File: src/hw/rtl/srp_pkg.sv
`timescale 1ns / 1ps
package srp_pkg;

    typedef enum logic [1:0] {
        REQ_RECT  = 2'd0,
        REQ_BIN   = 2'd1,
        REQ_RUN   = 2'd2,
        REQ_CLEAR = 2'd3
    } req_t;

    localparam logic [1:0] KIND_PLACED   = 2'd0;
    localparam logic [1:0] KIND_UNPLACED = 2'd1;
    localparam logic [1:0] KIND_NONE     = 2'd2;

    localparam logic CFG_SPACING = 1'b0;
    localparam logic CFG_TRIM    = 1'b1;

    localparam int RDEF_W  = 6;
    localparam int RCOPY_W = 6;
    localparam int BDEF_W  = 4;
    localparam int BCOPY_W = 4;
    localparam int BKIND_W = 2;
    localparam int COPIES_W = 7;
    localparam int RID_W = RDEF_W + RCOPY_W;
    localparam int BID_W = BKIND_W + BDEF_W + BCOPY_W;

    typedef struct packed {
        logic capture;
        logic mul_start;
        logic ins_begin;
        logic ins_read;
        logic ins_shift;
        logic ins_write;
        logic ins_drop;
        logic def_inc;
        logic clear_all;
        logic run_init;
        logic bin_read;
        logic bin_load;
        logic bin_next;
        logic rect_read;
        logic q_inc;
        logic new_row;
        logic place;
        logic emit_none;
        logic unp_init;
        logic emit_unplaced;
        logic flush;
    } cmd_t;

    typedef struct packed {
        req_t req;
        logic mul_busy;
        logic copies_done;
        logic store_full;
        logic i_zero;
        logic shift_cond;
        logic n_zero;
        logic bins_done;
        logic q_done;
        logic placed_q;
        logic fit_x;
        logic fit_y;
        logic row_has;
        logic slot_ok;
        logic out_free;
    } status_t;

endpackage

File: src/hw/rtl/srp_ctrl.sv
`timescale 1ns / 1ps
module srp_ctrl (
    input  logic             clk,
    input  logic             rst_n,
    input  logic             in_valid,
    input  srp_pkg::status_t st,
    output srp_pkg::cmd_t    cmd,
    output logic             in_stall
);

    typedef enum logic [13:0] {
        S_IDLE      = 14'b00000000000001,
        S_MUL       = 14'b00000000000010,
        S_INS_START = 14'b00000000000100,
        S_SCAN      = 14'b00000000001000,
        S_CMP       = 14'b00000000010000,
        S_WRITE     = 14'b00000000100000,
        S_RUN_START = 14'b00000001000000,
        S_BIN_NEXT  = 14'b00000010000000,
        S_BIN_LOAD  = 14'b00000100000000,
        S_RECT_RD   = 14'b00001000000000,
        S_RECT_EVAL = 14'b00010000000000,
        S_UNP_RD    = 14'b00100000000000,
        S_UNP_EVAL  = 14'b01000000000000,
        S_FLUSH     = 14'b10000000000000
    } state_t;

    state_t state_reg, state_next;

    assign in_stall = (state_reg != S_IDLE);

    always_comb
    begin
        cmd = '0;
        state_next = state_reg;
        unique case (state_reg)
            S_IDLE:
            begin
                if (in_valid)
                begin
                    unique case (st.req)
                        srp_pkg::REQ_RECT:
                        begin
                            cmd.capture = 1'b1;
                            state_next = S_INS_START;
                        end
                        srp_pkg::REQ_BIN:
                        begin
                            cmd.capture = 1'b1;
                            cmd.mul_start = 1'b1;
                            state_next = S_MUL;
                        end
                        srp_pkg::REQ_RUN:
                        begin
                            state_next = S_RUN_START;
                        end
                        srp_pkg::REQ_CLEAR:
                        begin
                            cmd.clear_all = 1'b1;
                        end
                        default: ;
                    endcase
                end
            end
            S_MUL:
            begin
                if (!st.mul_busy)
                begin
                    state_next = S_INS_START;
                end
            end
            S_INS_START:
            begin
                if (st.copies_done)
                begin
                    cmd.def_inc = 1'b1;
                    state_next = S_IDLE;
                end
                else if (st.store_full)
                begin
                    cmd.ins_drop = 1'b1;
                end
                else
                begin
                    cmd.ins_begin = 1'b1;
                    state_next = S_SCAN;
                end
            end
            S_SCAN:
            begin
                if (st.i_zero)
                begin
                    state_next = S_WRITE;
                end
                else
                begin
                    cmd.ins_read = 1'b1;
                    state_next = S_CMP;
                end
            end
            S_CMP:
            begin
                if (st.shift_cond)
                begin
                    cmd.ins_shift = 1'b1;
                    state_next = S_SCAN;
                end
                else
                begin
                    state_next = S_WRITE;
                end
            end
            S_WRITE:
            begin
                cmd.ins_write = 1'b1;
                state_next = S_INS_START;
            end
            S_RUN_START:
            begin
                if (st.n_zero)
                begin
                    cmd.emit_none = 1'b1;
                    state_next = S_FLUSH;
                end
                else
                begin
                    cmd.run_init = 1'b1;
                    state_next = S_BIN_NEXT;
                end
            end
            S_BIN_NEXT:
            begin
                if (st.bins_done)
                begin
                    cmd.unp_init = 1'b1;
                    state_next = S_UNP_RD;
                end
                else
                begin
                    cmd.bin_read = 1'b1;
                    state_next = S_BIN_LOAD;
                end
            end
            S_BIN_LOAD:
            begin
                cmd.bin_load = 1'b1;
                state_next = S_RECT_RD;
            end
            S_RECT_RD:
            begin
                if (st.q_done)
                begin
                    cmd.bin_next = 1'b1;
                    state_next = S_BIN_NEXT;
                end
                else
                begin
                    cmd.rect_read = 1'b1;
                    state_next = S_RECT_EVAL;
                end
            end
            S_RECT_EVAL:
            begin
                if (st.placed_q || !st.fit_y)
                begin
                    cmd.q_inc = 1'b1;
                    state_next = S_RECT_RD;
                end
                else if (!st.fit_x)
                begin
                    // open a new row and retry, unless the row is still empty
                    if (st.row_has)
                    begin
                        cmd.new_row = 1'b1;
                    end
                    else
                    begin
                        cmd.q_inc = 1'b1;
                        state_next = S_RECT_RD;
                    end
                end
                else if (st.slot_ok)
                begin
                    cmd.place = 1'b1;
                    state_next = S_RECT_RD;
                end
            end
            S_UNP_RD:
            begin
                if (st.q_done)
                begin
                    state_next = S_FLUSH;
                end
                else
                begin
                    cmd.rect_read = 1'b1;
                    state_next = S_UNP_EVAL;
                end
            end
            S_UNP_EVAL:
            begin
                if (st.placed_q)
                begin
                    cmd.q_inc = 1'b1;
                    state_next = S_UNP_RD;
                end
                else if (st.slot_ok)
                begin
                    cmd.emit_unplaced = 1'b1;
                    state_next = S_UNP_RD;
                end
            end
            S_FLUSH:
            begin
                if (st.out_free)
                begin
                    cmd.flush = 1'b1;
                    state_next = S_IDLE;
                end
            end
            default:
            begin
                state_next = S_IDLE;
            end
        endcase
    end

    always_ff @(posedge clk or negedge rst_n)
    begin
        if (!rst_n)
        begin
            state_reg <= S_IDLE;
        end
        else
        begin
            state_reg <= state_next;
        end
    end

endmodule

File: config.mk
export PLATFORM = sky130hd
export DESIGN_NAME = srp_ctrl
export DESIGN_NICKNAME = d
export VERILOG_FILES = /design/src/hw/rtl/srp_pkg.sv /design/src/hw/rtl/srp_ctrl.sv
export SDC_FILE = /design/constraint.sdc
export NUM_CORES = 1
export LEC_CHECK = 0
export BUFFER_PORTS_ARGS = -buffer_cell sky130_fd_sc_hd__buf_2
export CORE_UTILIZATION = 54
export DETAILED_ROUTE_END_ITERATION = 10
export MAX_ROUTING_LAYER = met4
export PLACE_DENSITY = 0.84
export SYNTH_ARGS = -nofsm -noshare
export SYNTH_HDL_FRONTEND = slang
export SYNTH_SLANG_ARGS = --single-unit
File: constraint.sdc
create_clock -name clk -period 5.75 [get_ports clk]
set_input_delay 1.15 -clock clk [delete_from_list [all_inputs] [get_ports clk]]
set_output_delay 1.15 -clock clk [all_outputs]
set_load 0.02 [all_outputs]
==> results of run 1 <==
-- final cells by class --
cell class	count	area [µm²]	area share [%]
well taps	28	35.0	2.34
multi-input cells	125	848	56.6
flip-flops and latches	14	352	23.5
repair buffers	40	200	13.4
clock buffers	4	36.3	2.42
inverters	7	26.3	1.75
-- worst max-delay path, delay by kind of cell (launching register included) --
kind,cells,cell delay (ns)
flops,1,0.48
buf+inv,1,0.18
simple gates,3,1.26
compound gates,1,0.14
-- per-layer routing --
layer	wire [µm]	track usage, %	vias to the layer above
met4	54	8.33	0
met1	1300	32.2	607
met2	1600	48.4	61
met5	0	-	-
li1	-	-	639
met3	195	5.15	8
-- logic make-up (layout without fill, tap and decap cells) --
family | count (synthesis) | after routing | share of synthesized area (%)
xor+xnor | 4 | 4 | 2.75
simple gates | 92 | 92 | 45.1
compound gates | 24 | 24 | 13.7
fa+ha+maj | 5 | 5 | 4.91
buf+inv | 16 | 51 | 5.89
flops | 14 | 14 | 27.6
-- metrics by stage --
step | hold WS [ns] | cells | total power (µW)
floorplan | 0.602 | 155 | 316
global placement | 0.664 | 214 | 363
detailed placement | 0.664 | 214 | 365
CTS | 0.677 | 218 | 440
global route | 0.718 | 218 | 473
finish | 0.678 | 218 | 440
-- path summary, 6_finish.rpt --
kind | startpoint | to | slack (ns) | cells past startpoint
worst max-delay path | state_reg[5] | cmd[7] | 2.25 | 5
worst min-delay path | state_reg[12] | state_reg[12] | 0.68 | 1
worst max register to register | state_reg[5] | state_reg[10] | 3.53 | 6
worst min register to register | state_reg[12] | state_reg[12] | 0.68 | 1
max in group asynchronous | rst_n | state_reg[0] | 4.71 | 1
min in group asynchronous | rst_n | state_reg[5] | 0.74 | 1
-- power groups by stage --
| stage | Combinational (µW) | Sequential (µW) | Clock [µW] |
|---|---|---|---|
| after detailed placement | 222 | 143 | 0 |
| final | 224 | 142 | 73.4 |
| after global routing | 248 | 146 | 79.3 |
| after global placement | 220 | 143 | 0 |
| after floorplan | 197 | 119 | 0 |
| after CTS | 222 | 142 | 75.2 |
-- layout by cell type (no fill, tap or decap), types with 3 or more instances in the layout --
cell	netlist	layout
buf_2	3	40
nor2_1	19	19
nand2_1	13	13
dfrtp_1	13	13
inv_1	7	7
nor3_1	7	7
and3_1	7	7
nand3_1	7	7
nand4_1	5	5
ha_1	5	5
nor4_4	4	4
and2_1	4	4
nor4b_1	4	4
nor2b_1	4	4
nor3b_1	3	3
o211ai_1	3	3
a21oi_1	3	3
nor4_1	3	3
clkbuf_4	0	3
==> results_dict.tcl, run 1 <==
set metrics [dict create \
    status "completed" \
    dp_hpwl_um 2510 \
    htree_levels 1 \
    coreArea_um2 2210 \
    start_kind "register" \
    drt-pass1-iter-count 4 \
    initial_core_util_pct 57.6 \
    drv_slew 0 \
    drc 0 \
    clock_power_share_pct 16.7 \
    min_path_type "register to register" \
    rows 17 \
    antenna_found_initial 0 \
    hold_viol 0 \
    wl_per_cell_um 14.4 \
    period_minus_slack_ns 3.50 \
    power_leakage_uw 0.000784 \
    maxSlewHeadroom_pct 60.8 \
    grt_first_pass_wirelength_um 5240 \
    ir_drop_mv 0.216 \
    grt_max_degree 15 \
    avgViaCountPerCell 6.03 \
    seqPwrFrac_pct 32.3 \
    maxCapViolCount 0 \
    yosysUniqueCellTypes 48 \
    cts_sinks 14 \
    clk_latency_ns 0.29 \
    rsz0062_at_grt "no" \
    num_antenna_cells 0 \
    cts_buffers 3 \
    ys_top_cells_by_count "nor2_1 (19), dfrtp_1 (13), nand2_1 (13)" \
    grt_pass1_vias 1197 \
    synth_area_leader_cell "dfrtp_1" \
    postLayoutCoreUtil_pct 67.7 \
    setup_violations 0 \
    synthTopCellsByArea "dfrtp_1 (26%), nor4_4 (6.7%), nor2_1 (5.6%)" \
    track_usage_pct 27.8 \
    placed_cell_area_um2 1460 \
    layout.nets 215 \
    worstPathMaxFanout 9 \
    fillers 186 \
    drtIter0Drc 59 \
    finalWorstSetupSlack_ns 2.25 \
    yosysWarnings 0 \
    pwr-share-comb_pct 51.0 \
    cts_root_buf "clkbuf_4" \
    fin_tns_setup_ns 0 \
    cts_resized 0 \
    yosysSeqAreaShare_pct 27.6 \
    tightest_slew_ns 0.580 \
    ant_nets 0 \
    cp.arrival_ns 2.35 \
    end_kind "primary output" \
    synth_most_common_cell "nor2_1" \
    crit_required_ns 4.60 \
    dp_slack_ns 2.62 \
    area_delta_synth_final_pct 17.5 \
    drt_wl_total_um 3140 \
    grt.overflow.total 0 \
    postLayoutCellArea_um2 1500 \
    fin_crit_sh_pct 60.9 \
    cpMaxStageDelayCell "nor4_4" \
    die_x_um 50.6 \
    synthArstFlopShare_pct 100 \
    ios 41 \
    die_area_um2 2560 \
    num_vias 1315 \
    io_buffers 40 \
    max_freq_ghz 0.286 \
    netlist_area_um2 1270 \
    critPathKind "register to primary output" \
    crit_chain "nor4_4, nand2_2, or3_1, a21oi_1, buf_2" \
    clk_pin_slew_ns 0.09 \
    gp_congestion 0.872 \
    switchingPower_uw 201 \
    largest_reg_flops 14 \
    hold_buffers 0 \
    intPower_uw 239 \
    yosysTopAreaCellShare_pct 25.5 \
    yosys_most_used_dff "dfrtp_1" \
    power.density_nw_per_um2 294 \
    die_y_um 50.6 \
    synth_fp_nets 179 \
    synth_cells 155 \
    cts_tree "built" \
    post-cts-setup-buffer-count 0 \
    clockBufferDepth 2 \
    layout-drive-gt1-share_pct 28.9 \
    avgSynthCellArea_um2 8.23 \
    slowest_delay_ns 0.58 \
    synth_enable_flop_cells 0 \
    synth_seq_cells 14 \
    swShare_pct 45.7 \
    clock_skew_ns 0.00553 \
]
No activity file was read; power rests on OpenSTA's default activity.
==> run 2, diff against run 1 <==
Settings changed: ABC_AREA set to 1, CORE_UTILIZATION 54 to 45, PLACE_DENSITY 0.84 to 0.76.
Clock period 5.75 ns to 2.9 ns, I/O delays scaled along.
==> results_dict.tcl, run 2 <==
set metrics [dict create \
    status "completed" \
    synthTopCellsByArea "dfrtp_1 (27%), nor2_1 (13%), nand2_1 (11%)" \
    num_antenna_cells 0 \
    worstPathMaxFanout 16 \
    dp_hpwl_um 2230 \
    synth_seq_cells 14 \
    wl_per_cell_um 10.4 \
    fillers 260 \
    most-common-layout-cells "nor2_1 (43), buf_2 (40), nand2_1 (36), inv_1 (34)" \
    initial_core_util_pct 48.3 \
    power.density_nw_per_um2 564 \
    maxSlewHeadroom_pct 76.3 \
    synth_cells 189 \
    ir_drop_mv 0.479 \
    power_leakage_uw 0.000920 \
    avgViaCountPerCell 4.74 \
    p_total_uw 819 \
    netlist_area_um2 1210 \
    final_common_cell "nor2_1" \
    num_vias 1236 \
    yosys_most_used_dff "dfrtp_1" \
    io_buffers 40 \
    layout.nets 256 \
    ant_nets 0 \
    tightest_slew_ns 0.355 \
    yosysTopAreaCellShare_pct 26.9 \
    clk_pin_slew_ns 0.09 \
    clockBufferDepth 2 \
    end_kind "primary output" \
    coreArea_um2 2500 \
    crit_chain "nor2_1, inv_1, nor2_4, nand2_2, inv_1, nand2_1, nor2_1, buf_2" \
    postLayoutCoreUtil_pct 58.2 \
    rows 18 \
    synth_most_common_cell "nor2_1" \
    fin_tns_setup_ns 0 \
    drc 0 \
    grt.overflow.total 0 \
    maxCapViolCount 0 \
    crit_required_ns 2.32 \
    yosysUniqueCellTypes 26 \
    cts_resized 0 \
    period_minus_slack_ns 2.49 \
    yosysSeqAreaShare_pct 29.1 \
    synthArstFlopShare_pct 100 \
    synth_fp_nets 213 \
    avgSynthCellArea_um2 6.40 \
    htree_levels 1 \
    hold_viol 0 \
    setup_violations 0 \
    area_delta_synth_final_pct 20.3 \
    synth_enable_flop_cells 0 \
    post-cts-setup-buffer-count 0 \
    cts_tree "built" \
    yosysWarnings 0 \
    synth_area_leader_cell "dfrtp_1" \
    start_kind "register" \
    cts_sinks 14 \
    gp_congestion 0.822 \
    hold_buffers 0 \
    cpMaxStageDelayCell "dfrtp_1" \
    grt_first_pass_wirelength_um 4430 \
    cp.arrival_ns 1.91 \
    grt_max_degree 17 \
    rsz0062_at_grt "no" \
    cts_root_buf "clkbuf_4" \
    clk_latency_ns 0.27 \
    largest_reg_flops 14 \
    track_usage_pct 21.6 \
    die_area_um2 2900 \
    drv_slew 0 \
    critPathKind "register to primary output" \
    antenna_found_initial 0 \
    layout-drive-gt1-share_pct 29.4 \
    drtIter0Drc 28 \
    fin_crit_sh_pct 85.9 \
    slowest_delay_ns 0.40 \
    ys_top_cells_by_count "nor2_1 (43), nand2_1 (36), inv_1 (34)" \
    min_path_type "input port to asynchronous set/reset pin" \
    die_x_um 53.8 \
    drt_wl_total_um 2710 \
    cts_buffers 3 \
    clock_skew_ns 0.00199 \
    max_freq_ghz 0.401 \
    die_y_um 53.8 \
    drt-pass1-iter-count 4 \
    grt_pass1_vias 1079 \
    ios 41 \
]
-- run 2: area by class of cell --
type                    instances  area [µm²]  area share [%]
multi-input cells             138         707            48.6
flip-flops and latches         14         352            24.2
repair buffers                 40         200            13.8
inverters                      35         131            9.04
well taps                      30        37.5            2.58
clock buffers                   4        26.3            1.81
-- run 2: cell families (layout without fill, tap and decap cells) --
group / count (synthesis) / count (layout) / share of synthesized area, %
compound gates: 14 / 14 / 6.52
simple gates: 119 / 119 / 46.8
buf+inv: 37 / 79 / 12.4
flops: 14 / 14 / 29.1
fa+ha+maj: 5 / 5 / 5.18
-- run 2: path summary, 6_finish.rpt --
check	start	endpoint	slack, ns	depth (start not counted)
min in group clk	st[10]	state_reg[4]	0.48	2
max in group asynchronous	rst_n	state_reg[0]	2.41	1
worst min-delay path	rst_n	state_reg[9]	0.19	1
worst max-delay path	state_reg[13]	cmd[20]	0.41	8
worst max register to register	state_reg[13]	state_reg[2]	1.16	8
worst min register to register	state_reg[10]	state_reg[10]	0.55	2
-- run 2: metal layers --
metal  global-route usage [%]  wire length (µm)  up-vias
li1                         -                 -      664
met1                     27.2              1320      542
met2                     37.2              1300       28
met3                     1.69                68        2
met4                     5.26                21        0
met5                        -                 0        -
-- run 2: report_power, final --
| group | leakage (µW) | internal, µW | switching, µW |
|---|---|---|---|
| Sequential | 0.000191 | 225 | 18.6 |
| Clock | 0.0000150 | 53.2 | 61.6 |
| Combinational | 0.000714 | 144 | 317 |
| Total | 0.000920 | 422 | 397 |
-- run 2: critical path, delay by kind of cell, from the launching register on --
kind	cells	cell delay, ns
simple gates	5	0.83
flops	1	0.40
buf+inv	3	0.39
-- run 2: per-stage QoR --
stage | area (µm²) | hold slack (ns) | worst slack [ns] | instances
2_1_floorplan | 1210 | 0.284 | 0.745 | 189
3_3_place_gp | 1430 | 0.504 | 0.812 | 257
3_5_place_dp | 1430 | 0.501 | 0.739 | 257
4_1_cts | 1450 | 0.197 | 0.416 | 261
5_1_grt | 1450 | 0.214 | 0.259 | 261
6_report | 1450 | 0.195 | 0.408 | 261
==> run 3, diff against run 2 <==
Settings changed: BUFFER_PORTS_ARGS -buffer_cell sky130_fd_sc_hd__buf_2 to -buffer_cell sky130_fd_sc_hd__clkbuf_2, SLEW_MARGIN set to 15.
Clock period 2.9 ns to 2.2 ns, I/O delays scaled along.
==> results_dict.tcl, run 3 (synthesis results as in run 2) <==
set metrics [dict create \
    die_y_um 53.8 \
    cts_tree "built" \
    crit_chain "nor2_2, nand2_2, nor2_4, buf_4, nand2_1, nor2_1, buf_4" \
    r2r-start "state_reg[8]" \
    worstPathMaxFanout 5 \
    wl_per_cell_um 11.1 \
    cts_buffers 3 \
    cp.arrival_ns 1.69 \
    tightest_slew_ns 0.368 \
    setup_violations 0 \
    ant_nets 0 \
    area_delta_synth_final_pct 31.8 \
    antenna_found_initial 0 \
    num_antenna_cells 0 \
    num_vias 1333 \
    power.density_nw_per_um2 796 \
    fin_tns_setup_ns 0 \
    power_leakage_uw 0.000971 \
    worst-r2r-cell-count 10 \
    hold_viol 0 \
    avgViaCountPerCell 4.94 \
    end_kind "primary output" \
    cpMaxStageDelayCell "dfrtp_1" \
    start_kind "register" \
    fin_crit_sh_pct 96.9 \
    die_area_um2 2900 \
    cts_sinks 14 \
    layout.nets 265 \
    maxCapViolCount 0 \
    grt.overflow.total 0 \
    period_minus_slack_ns 2.13 \
    status "completed" \
    postLayoutCellArea_um2 1590 \
    min_path_type "input port to asynchronous set/reset pin" \
    layout-drive-gt1-share_pct 35.0 \
    drt-pass1-iter-count 4 \
    crit_required_ns 1.76 \
    track_usage_pct 22.3 \
    cp_common_cell "buf_4" \
    ir_drop_mv 0.646 \
    critPathKind "register to primary output" \
    htree_levels 1 \
    finalNonFillerCells 270 \
    hold_buffers 0 \
    coreArea_um2 2500 \
    regArea_um2 353 \
    rsz0062_at_grt "yes" \
    clk_pin_slew_ns 0.09 \
    slowest_delay_ns 0.41 \
    clock_skew_ns 0.00428 \
    rows 18 \
    maxSlewHeadroom_pct 75.5 \
    grt_first_pass_wirelength_um 4530 \
    clockBufferDepth 2 \
    reg2reg_slack_ns 0.46 \
    io_buffers 40 \
    placed_cells 258 \
    largest_reg_flops 14 \
    drtIter0Drc 47 \
    finalWorstSetupSlack_ns 0.0685 \
    p_total_uw 1270 \
    final_common_cell "nor2_1" \
    max_freq_ghz 0.469 \
    die_x_um 53.8 \
    initial_core_util_pct 48.3 \
    ios 41 \
    grt_pass1_vias 1116 \
    clk_latency_ns 0.29 \
    dp_slack_ns 0.251 \
    path_delay_family "simple AND/OR/NAND/NOR gates" \
    gp_congestion 0.854 \
    fillers 234 \
    cts_root_buf "clkbuf_4" \
    grt_max_degree 15 \
    placed_cell_area_um2 1440 \
    drv_slew 0 \
    dp_hpwl_um 2250 \
    timing.rr.end "state_reg[2]" \
    most-common-layout-cells "nor2_1 (39), nand2_1 (36), inv_1 (33), clkbuf_2 (31), nand3_1 (13)" \
    drt_wl_total_um 2990 \
    drc 0 \
    path_buf_inv 2 \
    multi_input_area_um2 758 \
]
==> run 3: timing repair <==
action,in CTS,in global routing
buffers inserted,3,4
pin swaps,2,4
setup endpoints to repair,6,21
gates cloned,1,0
resized for setup,1,27
==> run 3: worst register-to-register path: cells and delay by family, from the launching register on <==
family | cells | cell delay, ns
flip-flops | 1 | 0.41
AO/OA/AOI/OAI | 1 | 0.08
buffers and inverters | 3 | 0.38
AND/OR/NAND/NOR | 6 | 0.76
==> run 3: layout make-up <==
type / count / area share, %
clock buffer: 4 / 2.28
timing repair buffer: 48 / 17.4
multi-input combinational: 139 / 47.6
sequential: 14 / 22.2
tap: 30 / 2.36
inverter: 35 / 8.25
==> run 3: stage by stage <==
| stage | util, % | hold slack (ns) |
|---|---|---|
| floorplan | - | 0.144 |
| finish | 63.7 | 0.0472 |
| global route | 63.7 | 0.0591 |
| CTS | 60.1 | 0.0546 |
| detailed placement | 57.4 | 0.364 |
| global placement | 57.4 | 0.370 |
==> run 3: power breakdown <==
part           total (µW)  leakage [µW]  switching (µW)  internal [µW]
sequential            329      0.000189            32.5            297
combinational         752      0.000761             475            277
clock                 187     0.0000210            85.9            101
==> run 3: worst max path at each step <==
stage	startpoint	end	slack, ns	cells past startpoint
2_1_floorplan	state_reg[3]	cmd[0]	0.19	6
3_3_place_gp	state_reg[9]	cmd[17]	0.25	7
3_5_place_dp	state_reg[9]	cmd[20]	0.25	8
4_1_cts	state_reg[9]	cmd[20]	0.008	8
5_1_grt	state_reg[3]	cmd[6]	-0.03	6
6_report	state_reg[8]	cmd[3]	0.07	7
==> run 3: layer usage <==
metal / share of wire, % / vias to the layer above / track usage [%]
li1: - / 687 / -
met1: 43 / 586 / 26.3
met2: 49 / 56 / 38.9
met3: 6.0 / 4 / 3.95
met4: 1.2 / 0 / 5.70
met5: 0 / - / -
